File: src/rtl/core/newton_integer_square_root_macros.svh
`ifndef NEWTON_INTEGER_SQUARE_ROOT_MACROS_SVH
`define NEWTON_INTEGER_SQUARE_ROOT_MACROS_SVH

// Same-cycle implication, sampled on clk, off during reset.
`define ISR_ASSERT_NOW(label, ante, cons, msg) \
    label: assert property (@(posedge clk) disable iff (!rst_n) (ante) |-> (cons)) \
        else $error(msg);

// Next-cycle implication, sampled on clk, off during reset.
`define ISR_ASSERT_NEXT(label, ante, cons, msg) \
    label: assert property (@(posedge clk) disable iff (!rst_n) (ante) |=> (cons)) \
        else $error(msg);

`endif

File: src/rtl/core/isr_pkg.sv
`timescale 1ns / 1ps

package isr_pkg;

    localparam int DATA_WIDTH = 32;
    // datapath width without the sign bit of the signed original
    localparam int DW         = DATA_WIDTH - 1;
    localparam int IW         = 31;
    localparam int XW         = (DW > IW) ? DW : IW;
    localparam int MAX_ROUNDS = 4 * DATA_WIDTH + 8;
    localparam int RND_W      = $clog2(MAX_ROUNDS + 1);
    localparam int CNT_W      = $clog2(DW + 1);

    typedef struct packed {
        logic load;
        logic div_start;
        logic upd;
    } cmd_t;

    typedef struct packed {
        logic gt_ba;
        logic gt_ab;
        logic div_done;
    } sts_t;

endpackage

File: src/rtl/core/isr_div.sv
`timescale 1ns / 1ps

module isr_div (
    input  logic                clk,
    input  logic                rst_n,
    input  logic                start,
    input  logic [isr_pkg::DW-1:0] dividend,
    input  logic [isr_pkg::DW-1:0] divisor,
    output logic                done,
    output logic [isr_pkg::DW-1:0] quotient
);
    import isr_pkg::*;

    logic             busy_reg, busy_next;
    logic             done_reg, done_next;
    logic [CNT_W-1:0] cnt_reg, cnt_next;
    logic [DW-1:0]    rem_reg, rem_next;
    logic [DW-1:0]    quo_reg, quo_next;
    logic [DW-1:0]    den_reg, den_next;

    logic [DW:0]      shifted;
    logic [DW:0]      diff;
    logic             ge;

    // restoring division, one quotient bit per cycle
    always_comb
    begin
        shifted   = {rem_reg, quo_reg[DW-1]};
        diff      = shifted - {1'b0, den_reg};
        ge        = (shifted >= {1'b0, den_reg});
        busy_next = busy_reg;
        done_next = 1'b0;
        cnt_next  = cnt_reg;
        rem_next  = rem_reg;
        quo_next  = quo_reg;
        den_next  = den_reg;
        if (start)
        begin
            busy_next = 1'b1;
            cnt_next  = CNT_W'(DW);
            rem_next  = '0;
            quo_next  = dividend;
            den_next  = divisor;
        end
        else if (busy_reg)
        begin
            rem_next = ge ? diff[DW-1:0] : shifted[DW-1:0];
            quo_next = {quo_reg[DW-2:0], ge};
            cnt_next = cnt_reg - 1'b1;
            if (cnt_reg == CNT_W'(1))
            begin
                busy_next = 1'b0;
                done_next = 1'b1;
            end
        end
    end

    always_ff @(posedge clk or negedge rst_n)
    begin
        if (!rst_n)
        begin
            busy_reg <= 1'b0;
            done_reg <= 1'b0;
            cnt_reg  <= '0;
        end
        else
        begin
            busy_reg <= busy_next;
            done_reg <= done_next;
            cnt_reg  <= cnt_next;
        end
    end

    always_ff @(posedge clk)
    begin
        rem_reg <= rem_next;
        quo_reg <= quo_next;
        den_reg <= den_next;
    end

    assign done     = done_reg;
    // zero divisor gives zero
    assign quotient = (den_reg == '0) ? '0 : quo_reg;

endmodule

File: src/rtl/core/isr_dp.sv
`timescale 1ns / 1ps

module isr_dp (
    input  logic                   clk,
    input  logic                   rst_n,
    input  isr_pkg::cmd_t          cmd,
    input  logic [isr_pkg::IW-1:0] radicand,
    output isr_pkg::sts_t          sts,
    output logic [isr_pkg::IW-1:0] root
);
    import isr_pkg::*;

    logic [DW-1:0] n_reg, n_next;
    logic [DW-1:0] a_reg, a_next;
    logic [DW-1:0] b_reg, b_next;

    logic [XW-1:0] rad_ext;
    logic [XW-1:0] root_ext;
    logic [DW-1:0] n_in;
    logic [DW:0]   init_sum;
    logic [DW:0]   upd_sum;
    logic [DW-1:0] q;
    logic          div_done;

    isr_div u_div (
        .clk      (clk),
        .rst_n    (rst_n),
        .start    (cmd.div_start),
        .dividend (n_reg),
        .divisor  (a_reg),
        .done     (div_done),
        .quotient (q)
    );

    always_comb
    begin
        rad_ext  = XW'(radicand);
        n_in     = rad_ext[DW-1:0];
        init_sum = {1'b0, n_in} + (DW+1)'(1);
        upd_sum  = {1'b0, a_reg} + {1'b0, q};
        n_next   = n_reg;
        a_next   = a_reg;
        b_next   = b_reg;
        if (cmd.load)
        begin
            n_next = n_in;
            b_next = n_in;
            a_next = init_sum[DW:1];
        end
        else if (cmd.upd)
        begin
            b_next = q;
            a_next = upd_sum[DW:1];
        end
    end

    always_ff @(posedge clk)
    begin
        n_reg <= n_next;
        a_reg <= a_next;
        b_reg <= b_next;
    end

    // guard bit keeps x + 1 from wrapping
    assign sts.gt_ba    = ({1'b0, b_reg} > ({1'b0, a_reg} + (DW+1)'(1)));
    assign sts.gt_ab    = ({1'b0, a_reg} > ({1'b0, b_reg} + (DW+1)'(1)));
    assign sts.div_done = div_done;

    assign root_ext = XW'(a_reg);
    assign root     = root_ext[IW-1:0];

endmodule

File: src/rtl/core/isr_ctrl.sv
`timescale 1ns / 1ps

module isr_ctrl (
    input  logic          clk,
    input  logic          rst_n,
    input  logic          in_valid,
    input  logic          out_stall,
    input  isr_pkg::sts_t sts,
    output logic          in_stall,
    output logic          out_valid,
    output isr_pkg::cmd_t cmd
);
    import isr_pkg::*;

    typedef enum logic [2:0] {
        S_IDLE,
        S_CHK1,
        S_DIV1,
        S_CHK2,
        S_DIV2,
        S_OUT
    } state_t;

    state_t           state_reg, state_next;
    logic [RND_W-1:0] rounds_reg, rounds_next;
    logic             in_stall_reg, in_stall_next;
    logic             out_valid_reg, out_valid_next;

    always_comb
    begin
        state_next    = state_reg;
        rounds_next   = rounds_reg;
        cmd           = '0;
        unique case (state_reg)
            S_IDLE:
            begin
                if (in_valid)
                begin
                    cmd.load    = 1'b1;
                    rounds_next = '0;
                    state_next  = S_CHK1;
                end
            end
            S_CHK1:
            begin
                if (rounds_reg == RND_W'(MAX_ROUNDS))
                begin
                    state_next = S_OUT;
                end
                else
                begin
                    rounds_next = rounds_reg + 1'b1;
                    if (sts.gt_ba)
                    begin
                        cmd.div_start = 1'b1;
                        state_next    = S_DIV1;
                    end
                    else
                    begin
                        state_next = S_CHK2;
                    end
                end
            end
            S_DIV1:
            begin
                if (sts.div_done)
                begin
                    cmd.upd    = 1'b1;
                    state_next = S_CHK2;
                end
            end
            S_CHK2:
            begin
                if (sts.gt_ab)
                begin
                    cmd.div_start = 1'b1;
                    state_next    = S_DIV2;
                end
                else
                begin
                    state_next = S_OUT;
                end
            end
            S_DIV2:
            begin
                if (sts.div_done)
                begin
                    cmd.upd    = 1'b1;
                    state_next = S_CHK1;
                end
            end
            S_OUT:
            begin
                if (!out_stall)
                begin
                    state_next = S_IDLE;
                end
            end
            default:
            begin
                state_next = S_IDLE;
            end
        endcase
        in_stall_next  = (state_next != S_IDLE);
        out_valid_next = (state_next == S_OUT);
    end

    always_ff @(posedge clk or negedge rst_n)
    begin
        if (!rst_n)
        begin
            state_reg     <= S_IDLE;
            rounds_reg    <= '0;
            in_stall_reg  <= 1'b0;
            out_valid_reg <= 1'b0;
        end
        else
        begin
            state_reg     <= state_next;
            rounds_reg    <= rounds_next;
            in_stall_reg  <= in_stall_next;
            out_valid_reg <= out_valid_next;
        end
    end

    assign in_stall  = in_stall_reg;
    assign out_valid = out_valid_reg;

endmodule

File: src/rtl/core/newton_integer_square_root.sv
// An update is one or two state checks, DATA_WIDTH - 1 divider steps and the divider's done flag.
// One item at a time; the next item can be taken in the cycle after the result is delivered.
// Reset: rst_n asynchronous, active low; clears control state, block comes up idle.
`timescale 1ns / 1ps

`include "newton_integer_square_root_macros.svh"

module newton_integer_square_root (
    input  logic                   clk,
    input  logic                   rst_n,
    input  logic                   in_valid,
    output logic                   in_stall,
    input  logic [isr_pkg::IW-1:0] radicand,
    output logic                   out_valid,
    input  logic                   out_stall,
    output logic [isr_pkg::IW-1:0] root
);
    import isr_pkg::*;

    cmd_t cmd;
    sts_t sts;

    isr_ctrl u_ctrl (
        .clk       (clk),
        .rst_n     (rst_n),
        .in_valid  (in_valid),
        .out_stall (out_stall),
        .sts       (sts),
        .in_stall  (in_stall),
        .out_valid (out_valid),
        .cmd       (cmd)
    );

    isr_dp u_dp (
        .clk      (clk),
        .rst_n    (rst_n),
        .cmd      (cmd),
        .radicand (radicand),
        .sts      (sts),
        .root     (root)
    );

    `ISR_ASSERT_NOW(a_load_on_accept, cmd.load, in_valid && !in_stall, "load without accepted item")
    `ISR_ASSERT_NOW(a_upd_needs_quot, cmd.upd, sts.div_done, "update before quotient ready")
    `ISR_ASSERT_NOW(a_no_cmd_in_out, out_valid, !cmd.upd && !cmd.div_start, "datapath busy with result shown")
    `ISR_ASSERT_NEXT(a_start_not_done, cmd.div_start, !sts.div_done, "divider finished too early")

endmodule

File: config.mk
export PLATFORM = sky130hd
export DESIGN_NAME = newton_integer_square_root
export DESIGN_NICKNAME = d
export VERILOG_FILES = /design/src/rtl/core/isr_pkg.sv /design/src/rtl/core/isr_div.sv /design/src/rtl/core/isr_dp.sv /design/src/rtl/core/isr_ctrl.sv /design/src/rtl/core/newton_integer_square_root.sv
export VERILOG_INCLUDE_DIRS = /design/src /design/src/rtl/core
export SDC_FILE = /design/constraint.sdc
export NUM_CORES = 1
export LEC_CHECK = 0
export BUFFER_PORTS_ARGS = -buffer_cell sky130_fd_sc_hd__clkbuf_2
export CAP_MARGIN = 20
export CORE_MARGIN = 4
export CORE_UTILIZATION = 40
export DETAILED_ROUTE_END_ITERATION = 8
export GPL_ROUTABILITY_DRIVEN = 0
export SLEW_MARGIN = 10
export SYNTH_ARGS = -nofsm -noshare
export SYNTH_HDL_FRONTEND = slang
export SYNTH_SLANG_ARGS = --single-unit
File: constraint.sdc
create_clock -name clk -period 7.2 [get_ports clk]
set_input_delay 1.08 -clock clk [delete_from_list [all_inputs] [get_ports clk]]
set_output_delay 1.08 -clock clk [all_outputs]
set_load 0.01 [all_outputs]
* Word-level counts from Yosys, hierarchy flattened *
Index checks and enable logic that the tools add are counted.
Widths: inputs -> output; s select.

storage, ports and cells
  bits in registers = 206
  latch bits = 0
  RAM bits = 0
  memory bits (read-only) = 0
  word-level logic and storage cells = 76
  memories kept = 0

operators by class
  add/sub/neg operators = 7
  multiply operators = 0
  divide/modulo/power cells = 0
  $lt $le $gt $ge = 3
  equal/unequal tests = 10
  shifts and indexed selects = 0
  muxes and demuxes = 35
  bitwise logic cells = 0
  reduce and logical (&&, ||, !) cells = 8

operator list
  kind                   count
  $mux 31                8
  $add 31x1->32 const B  3
  $gt 31x32->1           2
  $add 31x31->32         1
  $ge 32x31->1           1
  $logic_not 31->1       1
  $sub 31x31->31         1
  $pmux 3 s6             1
  $mux 8                 2
  $pmux 8 s2             1
  $mux 1                 15
  $mux 3                 5
  $mux 5                 2
  $eq 3x3->1 const B     3
  $add 8x1->8 const B    1
  $eq 8x8->1 const B     1
  $eq 3x2->1 const B     2
  $reduce_bool 2->1      3
  $eq 5x1->1 const B     1
  $sub 5x1->5 const B    1
  $ne 2x2->1 const B     2
  $eq 3x1->1 const B     1
  $logic_not 3->1        1
  $reduce_and 3->1       1
  3 further kinds        3

* Logic depth before layout (Yosys ltp) *
  depth in word-level cells = 6
  depth in mapped cells = 21
  mapped depth without buffers = 18

* By module *
From an unflattened synthesis, not the netlist that was laid out.

unflattened totals
  cell total of the unflattened synthesis = 1556
  area, all modules = 15035.7 um^2

by module, submodules not included
  module    times used  cells each  area each (um^2)
  isr_dp    1           856         8186.6
  isr_div   1           617         6047.0
  isr_ctrl  1           83          802.0

* Worst setup path after synthesis *
Ideal clock, no wire load.

  path kind = flip-flop to flip-flop
  start = register u_dp.a_reg[7] (netlist: u_dp.root[7])
  end = register u_dp.u_div.quo_reg[0] (enable)
  library setup time = 0.386 ns
  arrival time = 4.203 ns
  required time = 6.814 ns
  path slack = 2.611 ns
  cell stages (with the launch flop) = 20
  buffers on the path = 3
  period minus slack after synthesis = 4.589 ns
  cell sequence = edfxtp_1 > and3_1 > and4_1 > and4_1 > buf_2 > nand4_1 > nor2_1 > nand3_1 > xor2_1 > ha_1 > nand3_1 > or2_2 > nor3_1 > a21oi_1 > o22ai_1 > and2_4 > buf_6 > buf_6 > nor2_1 > inv_1

on the way
  cells in the longest elaborated chain, start to end = 6
  elaborated cells on any way between the ends = 8
  classes of those cells = add/sub (1); order compare (2); mux (4); reduce/logical (1)

ends and longest elaborated chain
  what                           RTL line        RTL
  from (decl)                    isr_dp.sv:14    logic [DW-1:0] a_reg, a_next;
  from (signal assigned)         isr_dp.sv:60    a_reg <= a_next;
  $add 31x1->32                  isr_dp.sv:65    assign sts.gt_ba = ({1'b0, b_reg} > ({1'b0, a_reg} + (DW+1)'(1)));
  $gt 31x32->1                   isr_dp.sv:65
  $mux 1                         isr_ctrl.sv:53  if (sts.gt_ba)
  $mux 1                         isr_ctrl.sv:46  if (rounds_reg == RND_W'(MAX_ROUNDS))
  $pmux 1 s2 *                   isr_ctrl.sv:34  unique case (state_reg)
  $reduce_bool 2->1 (no line) *  --
  to (signal assigned)           isr_div.sv:77   quo_reg <= quo_next;
  to (decl)                      isr_div.sv:18   logic [DW-1:0] quo_reg, quo_next;

Every way passes the cells marked *; elsewhere a longest branch is shown, timed or not.
A chain may end at the register's enable or synchronous reset.

* Worst setup path in the final report *
  start = register u_dp.a_reg[7] (netlist: u_dp.root[7])
  end = register u_dp.u_div.quo_reg[11] (enable)

The elaborated chain is that of the path after synthesis.

==> results.cfg <==
[power]
seqPwrFrac = 0.499
power_switching_w = 0.0005107
p_sw_frac = 0.2016
p_leak_nw = 6.040
p_clk_frac = 0.487
p_int_w = 0.002022
vdd_drop_max_mv = 0.2281
power_frac_comb = 0.014
powerDensity_nw_per_um2 = 155.9

[placement]
dp_hpwl_mm = 26.77
place_area_sq_um = 15440
port_buffers = 67
dp_slack_ns = 1.466

[final_layout]
drive_gt1_frac = 0.1300
num_antenna_cells = 0
seq_area_sq_um = 5777
layout.nets = 1695
n_fill_cell = 3407
design_area_sq_um = 16250
multi_input_area_sq_um = 8389
area_growth_syn_to_layout_pct = 10.72

[route]
postRouteAntennaNets = 0
drt_iter0_markers = 706
routed_via_density = 5.615
detail_route.first_pass.iterations = 5
drc = 0
wl_per_cell_um = 18.24
drt_wl_total_mm = 36.61
vias = 11270

[logic_synthesis]
syn-cell-area_sq_um = 14670
synth_nets = 1638
syn_area_per_cell_sq_um = 9.968
synthArstFlopShare = 0.09709
ys.flop_type = edfxtp_1
ys_seq_area_frac = 0.3936
ys_ff_latch = 206
netlist_instances = 1472
yosysWarnings = 0
ys_types = 81
synth_edf_count = 155

[clock_tree]
clockRootBuffer = clkbuf_16
clkTransAtPathRegs_ns = 0.07
clock_latency_ns = 0.52
post-cts-setup-buffers = 0
cts_tree = built
postCtsHoldBufs = 0
numCtsBuffers = 25
ctsResizeCount = 0
clock_sinks = 206
cts.path.max_buffers = 3
htree_levels = 1

[sta]
finalCritPeriodShare = 0.7910
max_freq_mhz = 175.6
fin_skew_ns = 0.01381
drv_slew = 0
hold_viol_final = 0
tns_ns = 0
setup_violations = 0
worstMarginPinSlew_ns = 0.8538
fin_ws_ns = 1.505
whs_ns = 0.4952
period_minus_slack_ns = 5.695
relSlewSlack = 0.4308
rsz0062_at_grt = no

[flow_run]
maxCapViolations = 0

[global_routing]
grt_pass1_wl_mm = 58.77
overflow = 0
antenna_found_initial = 0
grt_usage = 0.1811
grt_pass1_vias = 11130
grt_max_degree = 79

[die]
rows = 69
start_util = 0.4085
io_pins = 68
die_x_um = 199.5
die-area_sq_um = 39810
core-area_sq_um = 35910
fp.dieH_um = 199.5

[worst_setup_path]
worstPathArrival_ns = 5.85
crit_required_ns = 7.35
critPathMaxFanout = 35
crit_type = reg2reg
start_kind = register
end_kind = register

[status]
status = completed

[min_path]
hp-class = reg2reg
[path summary, 6_finish.rpt]
kind | from | cells after the start | slack [ns] | end
setup / recovery | u_dp.root[7] | 17 | 1.50 | u_dp.u_div.quo_reg[11]
hold / removal | u_dp.u_div.rem_reg[11] | 2 | 0.50 | u_dp.u_div.rem_reg[12]
setup reg to reg | u_dp.root[7] | 17 | 1.50 | u_dp.u_div.quo_reg[11]
hold reg to reg | u_dp.u_div.rem_reg[11] | 2 | 0.50 | u_dp.u_div.rem_reg[12]
max in group asynchronous | rst_n | 1 | 6.31 | u_dp.u_div.busy_reg
min in group asynchronous | rst_n | 1 | 0.52 | u_ctrl.state_reg[0]
[logic make-up after synthesis]
kind of cell | synth area share
and+or+nand+nor | 0.1711
buffers and inverters | 0.03513
adders and majority gates | 0.1127
xor gates and xnor gates | 0.07999
muxes | 0.06250
AOI/OAI and AO/OA | 0.1450
DFF | 0.3936
[worst max-delay path, cell delays in order (launching register included)]
cell      delay (ns)
edfxtp_1        0.59
and3_1          0.28
and4_1          0.27
and4_1          0.38
nand4_1         0.30
nor2_1          0.36
nand3_1         0.14
xor2_1          0.16
ha_1            0.30
nand3_1         0.10
or2_2           0.33
nor3_1          0.33
a21oi_1         0.12
o22ai_1         0.34
and2_4          0.58
nor2_1          0.13
inv_1           0.09
buf_4           0.45
[synth_stat cells, types with 7 or more instances]
| library cell | count | area share |
|---|---|---|
| a211oi_1 | 29 | 0.015 |
| a21o_1 | 36 | 0.018 |
| a21oi_1 | 78 | 0.027 |
| a31oi_1 | 7 | 0.0030 |
| and2_1 | 43 | 0.018 |
| and3_1 | 20 | 0.0085 |
| and4_1 | 9 | 0.0054 |
| buf_2 | 7 | 0.0024 |
| clkbuf_1 | 28 | 0.0072 |
| dfrtp_1 | 20 | 0.034 |
| dfxtp_1 | 31 | 0.042 |
| edfxtp_1 | 155 | 0.32 |
| ha_1 | 129 | 0.11 |
| inv_1 | 76 | 0.019 |
| mux2_2 | 40 | 0.031 |
| mux2_4 | 19 | 0.019 |
| mux2i_1 | 17 | 0.012 |
| nand2_1 | 111 | 0.028 |
| nand2b_1 | 13 | 0.0055 |
| nand3_1 | 60 | 0.020 |
| nand4_1 | 40 | 0.017 |
| nor2_1 | 99 | 0.025 |
| nor2b_1 | 7 | 0.0030 |
| nor3_1 | 27 | 0.0092 |
| nor4_1 | 17 | 0.0072 |
| o211ai_1 | 9 | 0.0046 |
| o21a_1 | 15 | 0.0077 |
| o21ai_0 | 60 | 0.020 |
| o31ai_1 | 8 | 0.0041 |
| or2_2 | 9 | 0.0038 |
| or3_1 | 10 | 0.0043 |
| or4_1 | 7 | 0.0036 |
| xnor2_1 | 58 | 0.035 |
| xor2_1 | 76 | 0.045 |
[final cells by class]
| cell class | count | share of cell area |
|---|---|---|
| multi-input combinational | 1144 | 0.5164 |
| sequential | 206 | 0.3556 |
| clock buffer | 33 | 0.04282 |
| tap | 461 | 0.03551 |
| timing repair buffer | 76 | 0.02557 |
| inverter | 76 | 0.01756 |
| clock inverter | 11 | 0.006547 |
[layer usage]
| layer | share of wire | global-route usage | vias to the layer above |
|---|---|---|---|
| li1 | - | - | 5595 |
| met1 | 0.47 | 0.2519 | 5410 |
| met2 | 0.47 | 0.3014 | 209 |
| met3 | 0.040 | 0.02242 | 55 |
| met4 | 0.022 | 0.04553 | 0 |
| met5 | 0 | 0 | - |
[per-stage QoR]
stage | utilization | instances | total power, W
floorplan | - | 1472 | 0.001299
global placement | 0.4300 | 1963 | 0.001324
detailed placement | 0.4300 | 1963 | 0.001325
CTS | 0.4523 | 2007 | 0.002570
global route | 0.4523 | 2007 | 0.002624
finish | 0.4523 | 2007 | 0.002533
[layout by cell type (no fill, tap or decap), types with 6 or more instances in the layout]
master,synthesis,final
edfxtp_1,155,155
ha_1,129,129
nand2_1,111,111
nor2_1,99,98
a21oi_1,78,78
xor2_1,76,76
inv_1,76,75
clkbuf_2,0,67
nand3_1,60,60
o21ai_0,60,60
xnor2_1,58,58
and2_1,43,43
nand4_1,40,40
mux2_2,40,40
a21o_1,36,36
dfxtp_1,31,31
a211oi_1,29,29
nor3_1,27,27
clkbuf_16,0,25
and3_1,20,20
mux2_4,19,19
dfrtp_1,20,19
nor4_1,17,17
mux2i_1,17,17
o21a_1,15,15
nand2b_1,13,13
or3_1,10,10
or2_2,9,9
o211ai_1,9,9
and4_1,9,9
o31ai_1,8,8
buf_4,1,8
a31oi_1,7,7
nor2b_1,7,7
or4_1,7,7
o31a_1,6,6
a311oi_1,6,6
[power by group through the flow]
stage | registers [W] | clock network [W] | logic (W)
after floorplan | 0.00129 | 0 | 0.0000101
final | 0.00126 | 0.00123 | 0.0000357
after CTS | 0.00126 | 0.00127 | 0.0000358
after detailed placement | 0.00129 | 0 | 0.0000356
after global routing | 0.00126 | 0.00132 | 0.0000395
after global placement | 0.00129 | 0 | 0.0000353
Note: power is estimated with default switching activity, not from simulation.
